===== config.mk =====
export PLATFORM = sky130hd
export DESIGN_NAME = sparse_dot_best_match_core
export DESIGN_NICKNAME = d
export VERILOG_FILES = /design/src/rtl/sdbm_pkg.sv /design/src/rtl/sdbm_qstore.sv /design/src/rtl/sparse_dot_best_match_core.sv
export SDC_FILE = /design/constraint.sdc
export NUM_CORES = 2
export LEC_CHECK = 0
export ABC_AREA = 1
export BUFFER_PORTS_ARGS = -buffer_cell sky130_fd_sc_hd__buf_2
export CORE_MARGIN = 3
export CORE_UTILIZATION = 35
export CTS_CLUSTER_SIZE = 8
export DETAILED_ROUTE_END_ITERATION = 16
export PLACE_DENSITY = 0.53
export SYNTH_ARGS = -nofsm -noshare
export SYNTH_HDL_FRONTEND = slang
export SYNTH_SLANG_ARGS = --single-unit

===== constraint.sdc =====
create_clock -name clk -period 9 [get_ports clk]
set_input_delay 1.8 -clock clk [delete_from_list [all_inputs] [get_ports clk]]
set_output_delay 1.8 -clock clk [all_outputs]
set_load 0.02 [all_outputs]

===== src/rtl/sdbm_pkg.sv =====
// Shared types and constants for the sparse dot-product best-match core.
package sdbm_pkg;

    localparam int QUERY_DEPTH_DEF = 32;
    localparam int INDEX_BITS_DEF  = 16;

    localparam int INDEX_W = 16;
    localparam int VALUE_W = 16;
    localparam int SCORE_W = 48;

    // query entries summed per group in the group-sum stage
    localparam int GROUP_SIZE = 8;

    // -1.0 in Q.16
    localparam logic signed [SCORE_W-1:0] BEST_INIT = -48'sd65536;

    typedef enum logic [1:0] {
        REQ_LOAD  = 2'd0,
        REQ_BANK  = 2'd1,
        REQ_CLOSE = 2'd2,
        REQ_START = 2'd3
    } req_t;

    // store commands from the input stage
    typedef struct packed {
        logic load;
        logic clear;
    } qctl_t;

endpackage


===== src/rtl/sdbm_qstore.sv =====
// Query entry store with parallel key match and grouped weight sums.
module sdbm_qstore #(
    parameter int QUERY_DEPTH = sdbm_pkg::QUERY_DEPTH_DEF,
    parameter int INDEX_BITS  = sdbm_pkg::INDEX_BITS_DEF,
    localparam int KEY_W   = (INDEX_BITS < sdbm_pkg::INDEX_W) ? INDEX_BITS : sdbm_pkg::INDEX_W,
    localparam int NGROUPS = (QUERY_DEPTH + sdbm_pkg::GROUP_SIZE - 1) / sdbm_pkg::GROUP_SIZE,
    localparam int GSUM_W  = sdbm_pkg::VALUE_W + $clog2(sdbm_pkg::GROUP_SIZE)
) (
    input  logic                                     clk,
    input  logic                                     rst_n,
    input  sdbm_pkg::qctl_t                          ctl,
    input  logic [KEY_W-1:0]                         key,
    input  logic signed [sdbm_pkg::VALUE_W-1:0]      weight,
    output logic                                     full,
    output logic [NGROUPS-1:0][GSUM_W-1:0]           grp_sum
);

    localparam int FILL_W  = $clog2(QUERY_DEPTH + 1);
    localparam int ADDR_W  = (QUERY_DEPTH > 1) ? $clog2(QUERY_DEPTH) : 1;
    localparam int PAD_N   = NGROUPS * sdbm_pkg::GROUP_SIZE;

    logic [KEY_W-1:0]                    key_mem_reg    [QUERY_DEPTH];
    logic signed [sdbm_pkg::VALUE_W-1:0] weight_mem_reg [QUERY_DEPTH];
    logic [FILL_W-1:0]                   fill_reg;
    logic [FILL_W-1:0]                   fill_next;
    logic signed [sdbm_pkg::VALUE_W-1:0] masked_w [PAD_N];

    assign full = (fill_reg == FILL_W'(QUERY_DEPTH));

    always_comb
    begin
        fill_next = fill_reg;
        if (ctl.clear)
        begin
            fill_next = '0;
        end
        else if (ctl.load && !full)
        begin
            fill_next = fill_reg + 1'b1;
        end
    end

    always_ff @(posedge clk or negedge rst_n)
    begin
        if (!rst_n)
        begin
            fill_reg <= '0;
        end
        else
        begin
            fill_reg <= fill_next;
        end
    end

    always_ff @(posedge clk)
    begin
        if (ctl.load && !full)
        begin
            key_mem_reg[fill_reg[ADDR_W-1:0]]    <= key;
            weight_mem_reg[fill_reg[ADDR_W-1:0]] <= weight;
        end
    end

    // one comparator per entry; entries at or above the fill count do not match
    for (genvar i = 0; i < PAD_N; i++)
    begin : g_match
        if (i < QUERY_DEPTH)
        begin : g_live
            assign masked_w[i] = ((FILL_W'(i) < fill_reg) && (key_mem_reg[i] == key))
                               ? weight_mem_reg[i] : '0;
        end
        else
        begin : g_pad
            assign masked_w[i] = '0;
        end
    end

    always_comb
    begin
        logic signed [GSUM_W-1:0] acc;
        for (int g = 0; g < NGROUPS; g++)
        begin
            acc = '0;
            for (int k = 0; k < sdbm_pkg::GROUP_SIZE; k++)
            begin
                acc = acc + GSUM_W'(masked_w[g * sdbm_pkg::GROUP_SIZE + k]);
            end
            grp_sum[g] = acc;
        end
    end

endmodule


===== src/rtl/sparse_dot_best_match_core.sv =====
// Top level of the sparse dot-product best-match search core.
//
//   channel   direction  handshake            payload
//   in        sink       in_valid / in_ready  req_type, entry_index, entry_value, last_vector
//   out       source     out_valid/out_ready  best_index, peak_score, query_overflowed
//
// One transaction enters per cycle while the input side is not stalled. A closing
// transaction, once accepted, fills the input register, then moves through the
// group-sum, weight-sum and product registers in turn, and the accumulate/compare
// logic behind the product register loads the result register.
// Reset clears the query fill count, running score, vector count, best match
// (index 0, score -1.0) and the overflow flag; query store contents stay undefined.
// The input side stalls only while the last stage holds a final close and the
// result register still holds an untaken result; other transactions keep flowing.
module sparse_dot_best_match_core #(
    parameter int QUERY_DEPTH = sdbm_pkg::QUERY_DEPTH_DEF,
    parameter int INDEX_BITS  = sdbm_pkg::INDEX_BITS_DEF
) (
    input  logic                                clk,
    input  logic                                rst_n,
    input  logic                                in_valid,
    output logic                                in_ready,
    input  logic [1:0]                          req_type,
    input  logic [sdbm_pkg::INDEX_W-1:0]        entry_index,
    input  logic signed [sdbm_pkg::VALUE_W-1:0] entry_value,
    input  logic                                last_vector,
    output logic                                out_valid,
    input  logic                                out_ready,
    output logic [sdbm_pkg::INDEX_W-1:0]        best_index,
    output logic signed [sdbm_pkg::SCORE_W-1:0] peak_score,
    output logic                                query_overflowed
);

    localparam int KEY_W   = (INDEX_BITS < sdbm_pkg::INDEX_W) ? INDEX_BITS : sdbm_pkg::INDEX_W;
    localparam int NGROUPS = (QUERY_DEPTH + sdbm_pkg::GROUP_SIZE - 1) / sdbm_pkg::GROUP_SIZE;
    localparam int GSUM_W  = sdbm_pkg::VALUE_W + $clog2(sdbm_pkg::GROUP_SIZE);
    localparam int WSUM_W  = sdbm_pkg::VALUE_W + $clog2(NGROUPS * sdbm_pkg::GROUP_SIZE);
    localparam int PROD_W  = WSUM_W + sdbm_pkg::VALUE_W;
    localparam int ACC_W   = sdbm_pkg::SCORE_W + 1;

    localparam logic signed [sdbm_pkg::SCORE_W-1:0] SCORE_MAX =
        {1'b0, {(sdbm_pkg::SCORE_W-1){1'b1}}};
    localparam logic signed [sdbm_pkg::SCORE_W-1:0] SCORE_MIN =
        {1'b1, {(sdbm_pkg::SCORE_W-1){1'b0}}};

    // ---------------------------------------------------------------
    // Pipeline control: advance everything unless a final close in the
    // last stage cannot hand its result to the result register.
    // ---------------------------------------------------------------
    logic advance;
    logic stall;
    logic emit;

    // stage A: input register
    logic                                a_valid_reg;
    sdbm_pkg::req_t                      a_req_reg;
    logic [KEY_W-1:0]                    a_key_reg;
    logic signed [sdbm_pkg::VALUE_W-1:0] a_val_reg;
    logic                                a_last_reg;

    // stage B: group sums
    logic                                b_valid_reg;
    sdbm_pkg::req_t                      b_req_reg;
    logic signed [sdbm_pkg::VALUE_W-1:0] b_val_reg;
    logic                                b_last_reg;
    logic                                b_drop_reg;
    logic [NGROUPS-1:0][GSUM_W-1:0]      b_grp_reg;

    // stage C: total matched weight
    logic                                c_valid_reg;
    sdbm_pkg::req_t                      c_req_reg;
    logic signed [sdbm_pkg::VALUE_W-1:0] c_val_reg;
    logic                                c_last_reg;
    logic                                c_drop_reg;
    logic signed [WSUM_W-1:0]            c_wsum_reg;

    // stage D: product, applied to the search state
    logic                                d_valid_reg;
    sdbm_pkg::req_t                      d_req_reg;
    logic                                d_last_reg;
    logic                                d_drop_reg;
    logic signed [PROD_W-1:0]            d_prod_reg;

    // search state
    logic signed [sdbm_pkg::SCORE_W-1:0] score_reg;
    logic signed [sdbm_pkg::SCORE_W-1:0] score_next;
    logic [sdbm_pkg::INDEX_W-1:0]        count_reg;
    logic [sdbm_pkg::INDEX_W-1:0]        count_next;
    logic [sdbm_pkg::INDEX_W-1:0]        best_idx_reg;
    logic [sdbm_pkg::INDEX_W-1:0]        best_idx_next;
    logic signed [sdbm_pkg::SCORE_W-1:0] best_val_reg;
    logic signed [sdbm_pkg::SCORE_W-1:0] best_val_next;
    logic                                ovf_reg;
    logic                                ovf_next;

    // result register
    logic                                out_valid_reg;
    logic [sdbm_pkg::INDEX_W-1:0]        best_index_reg;
    logic signed [sdbm_pkg::SCORE_W-1:0] peak_score_reg;
    logic                                ovf_out_reg;

    sdbm_pkg::qctl_t                     qctl;
    logic                                q_full;
    logic [NGROUPS-1:0][GSUM_W-1:0]      q_grp_sum;
    logic signed [WSUM_W-1:0]            b_wsum;
    logic signed [PROD_W-1:0]            c_prod;
    logic signed [ACC_W-1:0]             acc_sum;
    logic signed [sdbm_pkg::SCORE_W-1:0] acc_sat;

    assign stall    = d_valid_reg && (d_req_reg == sdbm_pkg::REQ_CLOSE) && d_last_reg
                   && out_valid_reg && !out_ready;
    assign advance  = !stall;
    assign in_ready = advance;
    assign emit     = advance && d_valid_reg && (d_req_reg == sdbm_pkg::REQ_CLOSE) && d_last_reg;

    // ---------------------------------------------------------------
    // Stage A: hold the accepted transaction; the query store sees it
    // and commits loads and clears as it moves on.
    // ---------------------------------------------------------------
    always_ff @(posedge clk or negedge rst_n)
    begin
        if (!rst_n)
        begin
            a_valid_reg <= 1'b0;
            b_valid_reg <= 1'b0;
            c_valid_reg <= 1'b0;
            d_valid_reg <= 1'b0;
        end
        else if (advance)
        begin
            a_valid_reg <= in_valid;
            b_valid_reg <= a_valid_reg;
            c_valid_reg <= b_valid_reg;
            d_valid_reg <= c_valid_reg;
        end
    end

    always_ff @(posedge clk)
    begin
        if (advance)
        begin
            a_req_reg  <= sdbm_pkg::req_t'(req_type);
            a_key_reg  <= entry_index[KEY_W-1:0];
            a_val_reg  <= entry_value;
            a_last_reg <= last_vector;
        end
    end

    assign qctl.load  = advance && a_valid_reg && (a_req_reg == sdbm_pkg::REQ_LOAD);
    assign qctl.clear = advance && a_valid_reg && (a_req_reg == sdbm_pkg::REQ_START);

    sdbm_qstore #(
        .QUERY_DEPTH (QUERY_DEPTH),
        .INDEX_BITS  (INDEX_BITS)
    ) u_qstore (
        .clk     (clk),
        .rst_n   (rst_n),
        .ctl     (qctl),
        .key     (a_key_reg),
        .weight  (a_val_reg),
        .full    (q_full),
        .grp_sum (q_grp_sum)
    );

    // ---------------------------------------------------------------
    // Stage B: register group sums; a load that met a full store is
    // marked dropped so the flag lands in order with later results.
    // ---------------------------------------------------------------
    always_ff @(posedge clk)
    begin
        if (advance)
        begin
            b_req_reg  <= a_req_reg;
            b_val_reg  <= a_val_reg;
            b_last_reg <= a_last_reg;
            b_drop_reg <= q_full;
            b_grp_reg  <= q_grp_sum;
        end
    end

    always_comb
    begin
        b_wsum = '0;
        for (int g = 0; g < NGROUPS; g++)
        begin
            b_wsum = b_wsum + WSUM_W'($signed(b_grp_reg[g]));
        end
    end

    // Stage C: total matched weight times bank value
    always_ff @(posedge clk)
    begin
        if (advance)
        begin
            c_req_reg  <= b_req_reg;
            c_val_reg  <= b_val_reg;
            c_last_reg <= b_last_reg;
            c_drop_reg <= b_drop_reg;
            c_wsum_reg <= b_wsum;
        end
    end

    assign c_prod = PROD_W'(c_wsum_reg) * PROD_W'(c_val_reg);

    always_ff @(posedge clk)
    begin
        if (advance)
        begin
            d_req_reg  <= c_req_reg;
            d_last_reg <= c_last_reg;
            d_drop_reg <= c_drop_reg;
            d_prod_reg <= c_prod;
        end
    end

    // ---------------------------------------------------------------
    // Stage D: saturating accumulate, close-vector compare, restart.
    // ---------------------------------------------------------------
    assign acc_sum = ACC_W'(score_reg) + ACC_W'(d_prod_reg);

    always_comb
    begin
        if (acc_sum[ACC_W-1] != acc_sum[ACC_W-2])
        begin
            acc_sat = acc_sum[ACC_W-1] ? SCORE_MIN : SCORE_MAX;
        end
        else
        begin
            acc_sat = acc_sum[sdbm_pkg::SCORE_W-1:0];
        end
    end

    always_comb
    begin
        score_next    = score_reg;
        count_next    = count_reg;
        best_idx_next = best_idx_reg;
        best_val_next = best_val_reg;
        ovf_next      = ovf_reg;
        if (d_valid_reg)
        begin
            case (d_req_reg)
                sdbm_pkg::REQ_START:
                begin
                    score_next    = '0;
                    count_next    = '0;
                    best_idx_next = '0;
                    best_val_next = sdbm_pkg::BEST_INIT;
                    ovf_next      = 1'b0;
                end
                sdbm_pkg::REQ_LOAD:
                begin
                    ovf_next = ovf_reg || d_drop_reg;
                end
                sdbm_pkg::REQ_BANK:
                begin
                    score_next = acc_sat;
                end
                sdbm_pkg::REQ_CLOSE:
                begin
                    // keep the first vector on a tie
                    if (score_reg > best_val_reg)
                    begin
                        best_val_next = score_reg;
                        best_idx_next = count_reg;
                    end
                    count_next = count_reg + 1'b1;
                    score_next = '0;
                end
                default:
                begin
                    score_next = score_reg;
                end
            endcase
        end
    end

    always_ff @(posedge clk or negedge rst_n)
    begin
        if (!rst_n)
        begin
            score_reg    <= '0;
            count_reg    <= '0;
            best_idx_reg <= '0;
            best_val_reg <= sdbm_pkg::BEST_INIT;
            ovf_reg      <= 1'b0;
        end
        else if (advance)
        begin
            score_reg    <= score_next;
            count_reg    <= count_next;
            best_idx_reg <= best_idx_next;
            best_val_reg <= best_val_next;
            ovf_reg      <= ovf_next;
        end
    end

    // ---------------------------------------------------------------
    // Result register: load on a final close, drop once taken.
    // ---------------------------------------------------------------
    always_ff @(posedge clk or negedge rst_n)
    begin
        if (!rst_n)
        begin
            out_valid_reg <= 1'b0;
        end
        else if (emit)
        begin
            out_valid_reg <= 1'b1;
        end
        else if (out_ready)
        begin
            out_valid_reg <= 1'b0;
        end
    end

    always_ff @(posedge clk)
    begin
        if (emit)
        begin
            best_index_reg <= best_idx_next;
            peak_score_reg <= best_val_next;
            ovf_out_reg    <= ovf_next;
        end
    end

    assign out_valid        = out_valid_reg;
    assign best_index       = best_index_reg;
    assign peak_score       = peak_score_reg;
    assign query_overflowed = ovf_out_reg;

`ifndef ASSERT_OFF
    a_stall_only_on_blocked_result: assert property (@(posedge clk) disable iff (!rst_n)
        !in_ready |-> (out_valid && !out_ready))
        else $error("input stalled without a blocked result");

    a_best_not_below_init: assert property (@(posedge clk) disable iff (!rst_n)
        best_val_reg >= sdbm_pkg::BEST_INIT)
        else $error("best score fell below -1.0");

    a_result_from_final_close: assert property (@(posedge clk) disable iff (!rst_n)
        $rose(out_valid_reg) |->
            $past(d_valid_reg && d_last_reg && (d_req_reg == sdbm_pkg::REQ_CLOSE)))
        else $error("result raised without a final close");
`endif

endmodule

==> run summary <==
drt total wl - 248000 um
clock buffer depth - 3
layout cells sized above 1 - 8.11%
# DRC - 0
port bufs - 105
Final TNS setup - 0 ns
Initial Util - 35.3%
TritonCTS clock tree - done
via/cell ratio - 4.90
worst hold slack - 0.359 ns
vias in the first global route - 61900
status - finished, final reports clean
number of gates resized after CTS - 0
Worst Hold Class - flip-flop to flip-flop
leading area contributor after synthesis - edfxtp_1
dpl cell area - 94300 um2
Cell Area, Synth - 89200 um2
met1 WL - 109000 um
DIE AREA - 261000 um2
cts hold-fix bufs - 0
met2 WL post-DR - 121000 um
Slew headroom - 15.2%
Async SR Flop Fraction - 9.71%
cell area power density - 196 nW/um2
Core Region - 253000 um2
post-CTS setup repair buffer count - 0
post-route non-filler standard cell count - 12000
routed len/inst - 20.6 um
H-tree lvl count - 4
synthesis-to-layout area growth - 12.2%
unrepaired setup endpoints after global routing - no
fin crit share - 92.8%
pin count of the biggest net entering global routing - 90
Worst EP arrival - 8.90 ns
CP most frequent cell - nand2_1
Worst path slowest cell - a2111oi_0
placed cells - 11700
hold violation count in the final report - 0
Num CTS Buffers - 202
worst skew pair latency - 0.88 ns
CTS sink cnt - 1442
chip height - 511 um
area of the multi-input gates - 40000 um2
FF+latch count, synth - 1442
FF+latch area - 42600 um2
leak pwr - 42.8 nW
worst-path maximum fanout - 13
DRT iter0 DRCs - 4385
# rows - 184
CP endpoint kind - flip-flop
endpoints failing setup - 0
pins over their slew limit - 0
global-route wire length before repair - 381000 um
top cell type's share of synthesized area - 43.8%
Setup CP Type - flip-flop to flip-flop
antenna violations before repair - 11
met3 wire len - 10900 um
via count - 58900
r2r startpoint - u_qstore.fill_reg[1]
Clock Pin Slew Worst Setup and Hold Paths - 0.06 ns
Fillers - 24300
most frequent cells after synthesis - 1675 x nand2_1, 1502 x inv_1, 1302 x edfxtp_1
crit-path max cell delay - 0.88 ns
drt first pass iters - 6
Peak Freq - 120 MHz
fin crit period - 8.35 ns
syn avg cell area - 10.7 um2
Crit path required time - 9.56 ns
Post-Synthesis Cells - 8359
Hold Crit Start - c_req_reg[1]
uppermost layer routed - met5
Post-synth EDFFs - 1302
sequential share of the synthesized area - 47.8%
Setup Skew - 0.122 ns
root buffer cell - clkbuf_16
Synth warnings - 0
worst vdd ir - 0.000185 V
type of origin of the critical path - flip-flop
final instance area - 100000 um2
syn nets - 9463
Max-cap violations - 0
synth unique cells - 63
die width - 511 um
Area contributors post-synth - edfxtp_1 44%, fa_1 16%, nand2_1 7.0%
GPL Wtd Cong - 0.895
gr ovfl total - 0
Post-layout nets - 9692
IO Count - 106
top_reg_cell synth - edfxtp_1
Least-Margin Pin Slew - 1.27 ns
most frequent cell after synthesis - nand2_1
Detailed Place HPWL - 180000 um
CP startpoint - u_qstore.fill_reg[1]
DRT antenna net count - 0
GRT Util Overall - 19.0%
## cell families (layout without fill, tap and decap cells)
| logic type | count (synthesis) | in the layout | share of synthesized area, % |
|---|---|---|---|
| AOI/OAI and AO/OA | 890 | 890 | 5.87 |
| adders and majority gates | 1065 | 1065 | 21.0 |
| buffers and inverters | 1758 | 2077 | 7.66 |
| and+or+nand+nor | 2676 | 2676 | 12.5 |
| other | 0 | 4 | 0 |
| DFF | 1442 | 1442 | 47.8 |
| xor gates and xnor gates | 528 | 528 | 5.18 |
## critical path: cells and delay by family, from the launching register on
kind | cells | cell delay [ns]
fa+ha+maj | 7 | 2.77
compound gates | 8 | 2.64
simple gates | 8 | 1.14
buf+inv | 7 | 0.85
flops | 1 | 0.43
xor+xnor | 2 | 0.20
## layout by cell type (no fill, tap or decap), types with 26 or more instances in the layout
cell type / count
nor2_1: 387
nor3_1: 35
buf_2: 104
buf_4: 143
inv_1: 1500
nor4_1: 52
nand3_1: 282
or2_2: 103
o21ai_1: 51
inv_2: 26
a221oi_1: 47
xor2_1: 256
clkbuf_1: 66
nor2_4: 28
edfxtp_1: 1302
xnor2_1: 272
fa_1: 716
o22ai_1: 47
dfstp_2: 32
clkbuf_16: 202
o21ai_0: 251
a21oi_1: 309
nand4_1: 68
nand2_1: 1674
ha_1: 349
o21bai_1: 29
dfrtp_1: 107
## stage by stage
stage / worst slack (ns) / total power, mW / util [%]
2_1_floorplan: 1.80 / 11.4 / -
3_3_place_gp: 0.379 / 12.7 / 37.3
3_5_place_dp: 0.605 / 12.7 / 37.3
4_1_cts: 0.554 / 19.9 / 39.6
5_1_grt: 0.00417 / 20.7 / 39.6
6_report: 0.652 / 19.6 / 39.6
## worst paths after layout
kind,end,slack [ns],cells past startpoint
max,b_grp_reg[13],0.65,32
min in group asynchronous,ovf_reg,1.05,1
min,d_req_reg[1],0.36,0
min reg2reg,d_req_reg[1],0.36,0
max reg2reg,b_grp_reg[13],0.65,32
max in group asynchronous,score_reg[43],6.42,2
## layout make-up
| type | instances | share of cell area, % |
|---|---|---|
| Multi-Input combinational cell | 5159 | 39.9 |
| Clock buffer | 269 | 5.31 |
| Tap cell | 3348 | 4.19 |
| Inverter | 1529 | 5.74 |
| Timing Repair Buffer | 254 | 1.71 |
| Clock inverter | 25 | 0.489 |
| Antenna cell | 4 | 0.0100 |
| Sequential cell | 1442 | 42.6 |
## where the power goes
part,switching [mW],internal (mW),total [mW],leakage [nW]
Sequential,0.373,7.75,8.12,14.0
Clock,2.96,4.10,7.05,2.77
Combinational,2.97,1.48,4.45,26.0
Total,6.30,13.3,19.6,42.8
## per-layer routing
layer  GRT usage [%]  vias up
li1                -    27500
met1            25.1    29600
met2            32.7     1489
met3            2.29      365
met4            5.79        2
met5               0        -
Note: power is estimated with default switching activity, not from simulation.
